--- src/rtl/core/cdd_pkg.sv ---
// Shared types, codes and sizing constants for the cloud-in-cell density deposit block.
package cdd_pkg;

    localparam int GRID_MAX = 32;
    localparam int CELLS    = GRID_MAX * GRID_MAX * GRID_MAX;
    localparam int COORD_W  = $clog2(GRID_MAX);
    localparam int SIZE_W   = $clog2(GRID_MAX + 1);
    localparam int ADDR_W   = $clog2(CELLS);
    localparam int DATA_W   = 32;
    localparam int WEIGHT_W = 17;
    localparam int ONE_Q16  = 65536;

    typedef enum logic [1:0] {
        CMD_DEPOSIT    = 2'd0,
        CMD_READ       = 2'd1,
        CMD_READ_CLEAR = 2'd2,
        CMD_NONE       = 2'd3
    } cmd_code_t;

    typedef enum logic [1:0] {
        STS_OK   = 2'd0,
        STS_DROP = 2'd1,
        STS_SAT  = 2'd2,
        STS_OOB  = 2'd3
    } status_code_t;

    typedef enum logic {
        REG_GRID_SIZE  = 1'b0,
        REG_GRID_SCALE = 1'b1
    } reg_index_t;

    typedef enum logic [3:0] {
        S_CLEAR,
        S_IDLE,
        S_DISPATCH,
        S_AXIS,
        S_CELLS,
        S_DRAIN,
        S_READ,
        S_READ_WAIT,
        S_DONE
    } state_t;

    typedef struct packed {
        logic       load;
        logic       clear_step;
        logic       axis_mul;
        logic       axis_proc;
        logic [1:0] axis_idx;
        logic       cell_issue;
        logic [2:0] cell_idx;
        logic       read_issue;
        logic       read_capture;
        logic       out_load;
    } dp_cmd_t;

    typedef struct packed {
        logic clear_last;
        logic is_deposit;
        logic is_read;
        logic read_oob;
        logic drop;
    } dp_status_t;

    function automatic logic [ADDR_W-1:0] cell_addr(input logic [COORD_W-1:0] x,
                                                    input logic [COORD_W-1:0] y,
                                                    input logic [COORD_W-1:0] z);
        logic [ADDR_W+COORD_W:0] a;
        a = (ADDR_W+COORD_W+1)'(x) * (ADDR_W+COORD_W+1)'(GRID_MAX);
        a = (a + (ADDR_W+COORD_W+1)'(y)) * (ADDR_W+COORD_W+1)'(GRID_MAX);
        a = a + (ADDR_W+COORD_W+1)'(z);
        return a[ADDR_W-1:0];
    endfunction

endpackage

--- src/rtl/core/cdd_ctrl.sv ---
// Sequencing state machine for clearing, deposits, reads and result hand-off.
module cdd_ctrl
    import cdd_pkg::*;
(
    input  logic       clk,
    input  logic       rst_n,
    input  logic       in_valid,
    output logic       in_stall,
    output logic       out_valid,
    input  logic       out_stall,
    output dp_cmd_t    cmd,
    input  dp_status_t sts
);

    state_t     state_reg, state_next;
    logic [2:0] cnt_reg, cnt_next;
    logic       out_valid_reg, out_valid_next;

    always_ff @(posedge clk or negedge rst_n)
    begin
        if (!rst_n)
        begin
            state_reg     <= S_CLEAR;
            cnt_reg       <= '0;
            out_valid_reg <= 1'b0;
        end
        else
        begin
            state_reg     <= state_next;
            cnt_reg       <= cnt_next;
            out_valid_reg <= out_valid_next;
        end
    end

    // Next state.
    always_comb
    begin
        state_next = state_reg;
        cnt_next   = cnt_reg;
        unique case (state_reg)
            S_CLEAR:
            begin
                if (sts.clear_last)
                begin
                    state_next = S_IDLE;
                end
            end
            S_IDLE:
            begin
                if (in_valid)
                begin
                    state_next = S_DISPATCH;
                end
            end
            S_DISPATCH:
            begin
                cnt_next = '0;
                if (sts.is_deposit)
                begin
                    state_next = S_AXIS;
                end
                else if (sts.is_read && !sts.read_oob)
                begin
                    state_next = S_READ;
                end
                else
                begin
                    state_next = S_DONE;
                end
            end
            S_AXIS:
            begin
                if (cnt_reg == 3'd3)
                begin
                    cnt_next   = '0;
                    state_next = S_CELLS;
                end
                else
                begin
                    cnt_next = cnt_reg + 3'd1;
                end
            end
            S_CELLS:
            begin
                if (sts.drop)
                begin
                    state_next = S_DONE;
                end
                else if (cnt_reg == 3'd7)
                begin
                    cnt_next   = '0;
                    state_next = S_DRAIN;
                end
                else
                begin
                    cnt_next = cnt_reg + 3'd1;
                end
            end
            S_DRAIN:
            begin
                if (cnt_reg == 3'd1)
                begin
                    state_next = S_DONE;
                end
                else
                begin
                    cnt_next = cnt_reg + 3'd1;
                end
            end
            S_READ:      state_next = S_READ_WAIT;
            S_READ_WAIT: state_next = S_DONE;
            S_DONE:
            begin
                if (!out_valid_reg || !out_stall)
                begin
                    state_next = S_IDLE;
                end
            end
            default:     state_next = S_IDLE;
        endcase
    end

    // Outputs.
    always_comb
    begin
        cmd            = '0;
        in_stall       = 1'b1;
        cmd.axis_idx   = cnt_reg[1:0];
        cmd.cell_idx   = cnt_reg;
        unique case (state_reg)
            S_CLEAR:     cmd.clear_step = 1'b1;
            S_IDLE:
            begin
                in_stall = 1'b0;
                cmd.load = in_valid;
            end
            S_DISPATCH:  ;
            S_AXIS:
            begin
                cmd.axis_mul  = (cnt_reg != 3'd3);
                cmd.axis_proc = (cnt_reg != 3'd0);
            end
            S_CELLS:     cmd.cell_issue = !sts.drop;
            S_DRAIN:     ;
            S_READ:      cmd.read_issue = 1'b1;
            S_READ_WAIT: cmd.read_capture = 1'b1;
            S_DONE:      cmd.out_load = !out_valid_reg || !out_stall;
            default:     ;
        endcase
    end

    always_comb
    begin
        out_valid_next = out_valid_reg;
        if (out_valid_reg && !out_stall)
        begin
            out_valid_next = 1'b0;
        end
        if (cmd.out_load)
        begin
            out_valid_next = 1'b1;
        end
    end

    assign out_valid = out_valid_reg;

endmodule

--- config.mk ---
export PLATFORM = sky130hd
export DESIGN_NAME = cdd_ctrl
export DESIGN_NICKNAME = d
export VERILOG_FILES = /design/src/rtl/core/cdd_pkg.sv /design/src/rtl/core/cdd_ctrl.sv
export SDC_FILE = /design/constraint.sdc
export NUM_CORES = 1
export LEC_CHECK = 0
export BUFFER_PORTS_ARGS = -buffer_cell sky130_fd_sc_hd__clkbuf_2
export CORE_MARGIN = 3
export CORE_UTILIZATION = 26
export CTS_BUF_LIST = sky130_fd_sc_hd__clkbuf_4 sky130_fd_sc_hd__clkbuf_8
export CTS_CLUSTER_SIZE = 14
export DETAILED_ROUTE_END_ITERATION = 16
export GPL_ROUTABILITY_DRIVEN = 1
export PLACE_DENSITY = 0.58
export SYNTH_ARGS = -nofsm -noshare
export SYNTH_HDL_FRONTEND = slang
export SYNTH_SLANG_ARGS = --single-unit
--- constraint.sdc ---
create_clock -name clk -period 3.55 [get_ports clk]
set_clock_uncertainty 0.05 [all_clocks]
set_input_delay 0 -clock clk [delete_from_list [all_inputs] [get_ports clk]]
set_output_delay 0 -clock clk [all_outputs]
set_load 0.1 [all_outputs]
* Word-level counts from Yosys, hierarchy flattened *
Index checks and enable logic that the tools add are counted.

storage, ports and cells
  flip-flop bits (word level) = 8
  bits of input ports = 9

cells by class
  equality and inequality tests = 20
  add/sub/neg operators = 1
  muxes and demuxes = 25
  reduce and logical (&&, ||, !) cells = 13

operators with widths
  kind                 count
  $mux 4               9
  $pmux 4 s9           1
  $eq 4x3->1 const B   4
  $ne 2x2->1 const B   7
  $mux 3               4
  $pmux 3 s4           1
  $mux 1               9
  $eq 4x2->1 const B   2
  $reduce_and 6->1     1
  $eq 4x1->1 const B   1
  $eq 4x4->1 const B   1
  $logic_not 1->1      4
  $logic_not 4->1      1
  $reduce_bool 4->1    1
  $add 3x1->3 const B  1
  $eq 3x1->1 const B   1
  $eq 3x2->1 const B   1
  $eq 3x3->1 const B   1
  $ne 3x2->1 const B   1
  $ne 3x3->1 const B   1
  $reduce_and 3->1     1
  $reduce_bool 3->1    1
  $logic_and 1x1->1    2
  $mux 2               1
  2 further kinds      2

* Depth between registers and ports, before layout *
Gate-level depths: netlist of run 1.

  depth in word-level cells = 5
  gate-level depth with buffers = 7
  mapped depth without buffers = 7

* Least setup slack after synthesis of run 1 *
Ideal clock, no wire load.

  path type = reg-to-output
  from = reg state_reg[0]
  to = out cmd[11] in the netlist's numbering
  data arrival time = 3.596 ns
  path slack = -0.096 ns
  cell stages (with the launch flop) = 4
  path through = dfrtp_1 -> buf_6 -> clkbuf_1 -> nor4_1

RTL lines
  element                 line            RTL
  start, declared         cdd_ctrl.sv:15  state_t state_reg, state_next;
  start signal, assigned  cdd_ctrl.sv:29  state_reg <= state_next;
  end, declared           cdd_ctrl.sv:11  output dp_cmd_t cmd,

==> results.sh, run 1 <==
export IMPL_drc=0
export IMPL_clockBufferDepth=2
export IMPL_cp_arrival_ps=2090
export IMPL_setup_tns_ps=0
export IMPL_critical_path_peak_fanout=12
export IMPL_criticalPathCategory="reg2out"
export IMPL_die_h_um=61.2
export IMPL_post_drt_wl_per_cell_um=13.5
export IMPL_drt_wl_total_mm=1.89
export IMPL_period_needed_ps=2140
export IMPL_crit_path_end_kind="output port"
export IMPL_setup_violations_final=0
export IMPL_cts_buffers=3
export IMPL_rows=19
export IMPL_vias=727
export IMPL_clock_latency_ps=250
export IMPL_antenna_found_initial=0
export IMPL_coreArea_um2=2830
export IMPL_multi_input_area_um2=503
export IMPL_grt_total_usage_pct=11.2
export IMPL_synth_area_leaders="dfrtp_1 (25%), ha_1 (7.9%), buf_4 (4.7%), inv_1 (4.3%), and3_1 (3.9%)"
export IMPL_antennaDiodeCount=0
export IMPL_status="completed"
export IMPL_vias_per_cell=5.19
export IMPL_cp_depth=3
export IMPL_setup_worst_path_end="cmd[6]"
export IMPL_timing_rr_end="state_reg[2]"
export IMPL_first_global_vias=698
export IMPL_ys_seq_area_share_pct=25.3
export IMPL_hpwlAfterDp_mm=1.50
export IMPL_port_buffers=23
export IMPL_timing_rr_start="state_reg[0]"
export IMPL_synth_warnings=0
export IMPL_ys_ff_latch=8
export IMPL_overflow=0
export IMPL_syn_inst=90
export IMPL_synthesis_nets=104
export IMPL_nets=125
export IMPL_hold_viol_final=0
export IMPL_critPathRequiredTime_ps=3500
export IMPL_postCtsSetupBuffers=0
export IMPL_grt_max_degree=19
export IMPL_final_layout_size_suffix_gt1_share_pct=32.1
export IMPL_ff_latch_area_um2=200
export IMPL_final_common_cell="clkbuf_2"
export IMPL_fillers=284
export IMPL_tightest_slew_ps=566
export IMPL_initial_core_util_pct=28.0
export IMPL_maxCapViolCount=0
export IMPL_rsz0062_at_grt="false"
export IMPL_cts_htree_levels=1
export IMPL_largest_register_ffs=4
export IMPL_critical_path_buf_inv_count=1
export IMPL_dieWidth_um=61.2
export IMPL_synth_cell_types=40
export IMPL_slowest_stage="dfrtp_1"
export IMPL_dr_first_iter_drc_count=14
export IMPL_hold_path_class="in2reg"
export IMPL_max_stage_delay_ps=570
export IMPL_period_share_pct=60.4
export IMPL_yosysTopAreaCellShare_pct=25.3
export IMPL_r2r_slack_ps=1480
export IMPL_mostFrequentLayoutCells="clkbuf_2 (23), inv_1 (9), dfrtp_1 (8)"
export IMPL_syn_area_um2=792
export IMPL_ant_nets=0
export IMPL_r2r_cells=4
export IMPL_die_area_um2=3740
export IMPL_gp_congestion=0.754
export IMPL_slew_headroom_pct=62.2
export IMPL_pin_count=24
export IMPL_grt_pass1_wl_mm=3.16
export IMPL_drv_slew=0
export IMPL_synth_avg_cell_area_um2=8.80
export IMPL_cts_root_buffer_cell="clkbuf_4"
export IMPL_fmax_ghz=0.466
export IMPL_clkTransAtPathRegs_ps=60
export IMPL_path_cells="nor2b_1 > nor4b_2 > clkbuf_2"
export IMPL_cts_sinks=8
export IMPL_critical_path_top_delay_family="simple AND/OR/NAND/NOR gates"
export IMPL_drt_pass1_iterations=4
export IMPL_critical_path_startpoint="state_reg[2]"
export IMPL_yosys_area_top_type="dfrtp_1"
export IMPL_cts_tree="done"
export IMPL_syn2layout_area_growth_pct=17.1
export IMPL_crit_path_start_kind="flip-flop"
[routing by layer]
layer	up-vias	global-route usage (%)	part of all wire [%]
met3	2	3.14	4.7
met1	334	14.3	44
met4	0	1.86	0.63
met5	-	0	0
met2	22	19.0	50
li1	369	-	-
[cells by family after synthesis]
kind of cell | synth area share, %
compound gates | 25.6
fa+ha+maj | 7.90
buf+inv | 12.0
flops | 25.3
mux | 5.84
simple gates | 23.4
[what timing repair did]
action                                 in CTS  in global routing
endpoints found under the hold margin       8                  0
hold buffers                                1                  0
resized for setup                           0                  0
[worst min-delay path: stages]
cell and delay (ps):
clkbuf_2 90, nand2_1 100, nand2_1 70
[synth_stat cells, drive strengths merged]
| master | instances |
|---|---|
| a2111o | 1 |
| a2111oi | 2 |
| a21oi | 6 |
| a221oi | 1 |
| a22o | 1 |
| a31oi | 3 |
| and2b | 1 |
| and3 | 5 |
| and4 | 1 |
| buf | 7 |
| clkbuf | 1 |
| dfrtp | 8 |
| ha | 5 |
| inv | 10 |
| mux2 | 2 |
| mux2i | 2 |
| nand2 | 4 |
| nand2b | 3 |
| nand3 | 1 |
| nand3b | 1 |
| nor2 | 4 |
| nor2b | 3 |
| nor3 | 2 |
| nor4 | 2 |
| nor4b | 1 |
| o211ai | 1 |
| o21a | 2 |
| o21ai | 3 |
| o2bb2ai | 1 |
| o311a | 1 |
| o31ai | 1 |
| o32a | 1 |
| o32ai | 1 |
| or2 | 1 |
| or4b | 1 |
[stage by stage]
| stage | setup WS [ps] | instance area (µm²) | std cells | hold slack (ps) | utilization, % |
|---|---|---|---|---|---|
| floorplan | 294 | 798 | 90 | -346 | - |
| global placement | 1560 | 895 | 136 | -188 | 31.6 |
| detailed placement | 1480 | 895 | 136 | -184 | 31.6 |
| CTS | 1390 | 927 | 140 | 5.04 | 32.8 |
| global route | 1240 | 927 | 140 | 54.1 | 32.8 |
| finish | 1410 | 927 | 140 | 4.10 | 32.8 |
[area by class of cell]
type | instances | share of cell area, %
Timing Repair Buffer | 24 | 13.5
Tap cell | 31 | 4.18
Inverter | 10 | 4.05
Sequential cell | 8 | 21.6
Multi-Input combinational cell | 64 | 54.3
Clock buffer | 3 | 2.43
[worst min path at each step]
stage | endpoint | depth (start not counted) | startpoint | slack [ps]
CTS | out_valid | 3 | out_stall | 5
floorplan | cnt_reg[0] | 0 | rst_n | -350
global route | out_valid | 3 | out_stall | 50
finish | out_valid | 3 | out_stall | 4
global placement | state_reg[3] | 1 | rst_n | -190
detailed placement | state_reg[3] | 1 | rst_n | -180
Power of run 1 is not shown: default switching activity piles up to over one toggle a cycle in this logic, so the estimate is an artifact.
==> inputs of run 2 (changes only) <==
- PLACE_DENSITY: 0.58 -> 0.6
- clock period: 3.55 -> 1.7 ns (I/O delays scaled with it)
==> run 2 against run 1 <==
The flow now finishes with violations (negative setup slack). Die area did not move. Worst setup slack got worse by 1400 ps. Utilization rose by 17 points. Final area rose by 51%. Critical path type unchanged. Highest routed layer unchanged.
==> results.sh, run 2 (synthesis results as in run 1) <==
export IMPL_cts_tree="done"
export IMPL_coreArea_um2=2830
export IMPL_critical_path_peak_fanout=3
export IMPL_cp_arrival_ps=1690
export IMPL_cts_root_buffer_cell="clkbuf_4"
export IMPL_period_share_pct=103
export IMPL_port_buffers=23
export IMPL_largest_register_ffs=4
export IMPL_syn2layout_area_growth_pct=76.6
export IMPL_cts_buffers=3
export IMPL_clockBufferDepth=2
export IMPL_hold_depth=3
export IMPL_holdWs_ps=73.9
export IMPL_critical_path_startpoint="state_reg[0]"
export IMPL_setup_violations_final=3
export IMPL_status="finished, violations left"
export IMPL_dieWidth_um=61.2
export IMPL_final_common_cell="buf_4"
export IMPL_slew_headroom_pct=63.9
export IMPL_clkTransAtPathRegs_ps=70
export IMPL_hold_viol_final=0
export IMPL_drc=0
export IMPL_hpwlAfterDp_mm=1.80
export IMPL_drt_wl_total_mm=2.36
export IMPL_post_drt_wl_per_cell_um=14.4
export IMPL_postPlaceCellArea_um2=1240
export IMPL_fin_cells=164
export IMPL_final_layout_size_suffix_gt1_share_pct=58.6
export IMPL_p_total_mw=2.84
export IMPL_criticalPathCategory="reg2out"
export IMPL_hold_path_class="in2reg"
export IMPL_vias=824
export IMPL_mostFrequentLayoutCells="buf_4 (21), clkbuf_2 (14), buf_12 (8)"
export IMPL_grt_pass1_wl_mm=3.74
export IMPL_critPathRequiredTime_ps=1650
export IMPL_first_global_vias=815
export IMPL_antenna_found_initial=0
export IMPL_maxCapViolCount=0
export IMPL_ant_nets=0
export IMPL_place_inst=156
export IMPL_timing_rr_start="cnt_reg[1]"
export IMPL_drv_slew=0
export IMPL_violations="negative setup slack"
export IMPL_r2r_slack_ps=-10
export IMPL_nets=148
export IMPL_overflow=0
export IMPL_dr_first_iter_drc_count=21
export IMPL_cts_htree_levels=1
export IMPL_cts_sinks=8
export IMPL_max_vdd_ir_drop_v=0.000841
export IMPL_power_density_nw_per_um2=2030
export IMPL_whs_endpoint="out_valid"
export IMPL_vias_per_cell=5.02
export IMPL_r2r_cells=5
export IMPL_timing_rr_end="state_reg[2]"
export IMPL_final_util_pct=49.4
export IMPL_leakagePower_nw=0.603
export IMPL_rsz0062_at_grt="true"
export IMPL_min_from="out_stall"
export IMPL_setup_tns_ps=-51.7
export IMPL_grt_total_usage_pct=14.0
export IMPL_fmax_ghz=0.574
export IMPL_antennaDiodeCount=0
export IMPL_gp_congestion=0.799
export IMPL_crit_path_end_kind="output port"
export IMPL_period_needed_ps=1740
export IMPL_initial_core_util_pct=28.0
export IMPL_die_h_um=61.2
export IMPL_grt_max_degree=16
export IMPL_drt_pass1_iterations=4
export IMPL_tightest_slew_ps=544
export IMPL_dp_slack_ps=-61.1
export IMPL_clock_latency_ps=270
export IMPL_design_area_um2=1400
export IMPL_crit_path_start_kind="flip-flop"
export IMPL_pin_count=24
export IMPL_rows=19
export IMPL_die_area_um2=3740
export IMPL_worst_slack_ps=-43.0
## run 2: layout make-up
cell class                 instances  area [µm²]
clock buffer                       4        30.0
fill                             265        1430
inverter                          10        40.0
multi-input combinational         64         647
sequential                         8         211
tap                               31        38.8
timing repair buffer              47         432
## run 2: routing by layer
layer,wire length (µm),GRT usage (%)
met1,940,15.2
met4,46,6.50
met3,69,3.14
met2,1310,25.5
met5,0,0
## run 2: worst max-delay path: stages, from the launching register on
cell	delay, ps
dfrtp_1	400
or4b_4	560
buf_6	140
a21oi_4	130
buf_12	190
## run 2: where the power goes
part	total [mW]	switching [mW]	leakage, nW	internal [mW]
clock	0.192	0.0852	0.0184	0.107
sequential	0.355	0.0895	0.0977	0.266
combinational	2.29	1.38	0.487	0.910
## run 2: worst max path at each step
stage               depth (start not counted)            to
floorplan                                   4  state_reg[2]
global placement                            6  state_reg[2]
detailed placement                          6  state_reg[2]
CTS                                         4        cmd[0]
global route                                4        cmd[0]
finish                                      4        cmd[0]
## run 2: what timing repair did
item	4_1_cts	5_1_grt
pin swaps	4	6
endpoints found under the hold margin	8	0
gates resized for setup	8	14
hold buffers	1	0
setup endpoints to repair	9	10
buffers inserted	1	2
Note: power is estimated with default switching activity, not from simulation.
==> inputs of run 3 (changes only) <==
- GPL_TIMING_DRIVEN: default -> 0
==> run 3 against run 2 <==
The run still ends with negative setup slack left. First-iteration DRC count grew 4.8%. Flip-flop and latch count is the same. Critical path depth is the same. Via count grew 0.85%. Maximum frequency shrank 1.4%. Final area shrank 9.4%. Wire length shrank 2.4%. Critical endpoint unchanged. Largest cell class unchanged.
==> results.sh, run 3 (synthesis results as in run 1) <==
export IMPL_slowest_stage="or4b_4"
export IMPL_path_cells="or4b_4 > a21oi_2 > buf_4 > clkbuf_16"
export IMPL_critical_path_buf_inv_count=2
export IMPL_period_share_pct=104
export IMPL_maxCapViolCount=0
export IMPL_antennaDiodeCount=0
export IMPL_vias=831
export IMPL_setup_tns_ps=-151
export IMPL_critical_path_top_delay_family="simple AND/OR/NAND/NOR gates"
export IMPL_overflow=0
export IMPL_drc=0
export IMPL_largest_register_ffs=4
export IMPL_cts_sinks=8
export IMPL_use_met3_pct=3.14
export IMPL_gp_congestion=0.801
export IMPL_fmax_ghz=0.565
export IMPL_fillers=271
export IMPL_dieWidth_um=61.2
export IMPL_grt_busiest_layer="met2"
export IMPL_cts_root_buffer_cell="clkbuf_4"
export IMPL_criticalPathCategory="reg2out"
export IMPL_port_buffers=23
export IMPL_post_drt_wl_per_cell_um=14.7
export IMPL_met1_usage_pct=17.1
export IMPL_cts_htree_levels=1
export IMPL_drt_pass1_iterations=4
export IMPL_mostFrequentLayoutCells="clkbuf_2 (16), buf_4 (11), inv_1 (7), clkbuf_4 (7), buf_6 (5)"
export IMPL_slew_headroom_pct=63.9
export IMPL_cts_tree="done"
export IMPL_design_area_um2=1270
export IMPL_clockBufferDepth=2
export IMPL_tightest_slew_ps=543
export IMPL_syn2layout_area_growth_pct=60.0
export IMPL_rsz0062_at_grt="true"
export IMPL_clock_latency_ps=270
export IMPL_final_layout_size_suffix_gt1_share_pct=57.9
export IMPL_die_area_um2=3740
export IMPL_ant_nets=0
export IMPL_ff_latch_area_um2=210
export IMPL_cts_buffers=3
export IMPL_hpwlAfterDp_mm=1.60
export IMPL_violations="negative setup slack"
export IMPL_critical_path_peak_fanout=6
export IMPL_max_stage_delay_ps=560
export IMPL_grt_pass1_wl_mm=3.86
export IMPL_postPlaceCellArea_um2=1020
export IMPL_nets=141
export IMPL_dr_first_iter_drc_count=22
export IMPL_dp_slack_ps=-127
export IMPL_pin_count=24
export IMPL_grt_total_usage_pct=13.9
export IMPL_coreArea_um2=2830
export IMPL_period_needed_ps=1770
export IMPL_grt_max_degree=11
export IMPL_drt_wl_total_mm=2.31
export IMPL_cp_arrival_ps=1720
export IMPL_first_global_vias=816
export IMPL_initial_core_util_pct=28.0
export IMPL_crit_path_end_kind="output port"
export IMPL_clkTransAtPathRegs_ps=80
export IMPL_hold_path_class="in2reg"
export IMPL_setup_violations_final=3
export IMPL_worst_slack_ps=-68.5
export IMPL_final_common_cell="clkbuf_2"
export IMPL_multi_input_area_um2=639
export IMPL_hold_viol_final=0
export IMPL_die_h_um=61.2
export IMPL_crit_path_start_kind="flip-flop"
export IMPL_vias_per_cell=5.29
export IMPL_critPathRequiredTime_ps=1650
export IMPL_rows=19
export IMPL_grt_use_met2_pct=24.2
export IMPL_drv_slew=0
export IMPL_status="finished, violations left"
export IMPL_antenna_found_initial=0
[run 3: timing repair]
item,in CTS,in global routing
endpoints found under the hold margin,8,0
buffers inserted,7,1
hold buffers,1,0
setup endpoints to repair,11,14
pin swaps,3,6
gates resized for setup,16,25
[run 3: metrics by stage]
step	util [%]	hold slack (ps)	instances
2_1_floorplan	-	-346	90
3_3_place_gp	36.1	-186	144
3_5_place_dp	36.1	-175	144
4_1_cts	41.6	46.5	156
5_1_grt	44.8	68.1	157
6_report	44.8	48.2	157
[run 3: worst register-to-register path, stage by stage (launching register included)]
cell and delay (ps):
dfrtp_2 440, or4b_4 570, o2bb2ai_4 170, a2111oi_4 80, mux2_4 310
[run 3: routing by layer]
layer	up-vias	part of all wire (%)	wire length, µm
li1	404	-	-
met1	402	42	961
met2	23	53	1220
met3	2	3.9	91
met4	0	1.4	32
met5	-	0	0
[run 3: cell type report]
cell class | count | share of cell area (%)
multi-input combinational | 64 | 50.4
clock buffer | 4 | 2.37
timing repair buffer | 32 | 19.4
sequential | 8 | 16.6
inverter | 10 | 3.16
buffer | 8 | 4.94
tap | 31 | 3.06
[run 3: worst paths after layout]
path	startpoint	endpoint	slack (ps)	depth (start not counted)
setup / recovery	state_reg[1]	cmd[0]	-70	4
hold / removal	out_stall	out_valid	50	3
setup reg to reg	state_reg[1]	state_reg[2]	-60	4
hold reg to reg	out_valid	out_valid	600	2
max in group asynchronous	rst_n	state_reg[0]	1300	2
min in group asynchronous	rst_n	cnt_reg[0]	70	2
Power of run 3 is left out for the same reason.
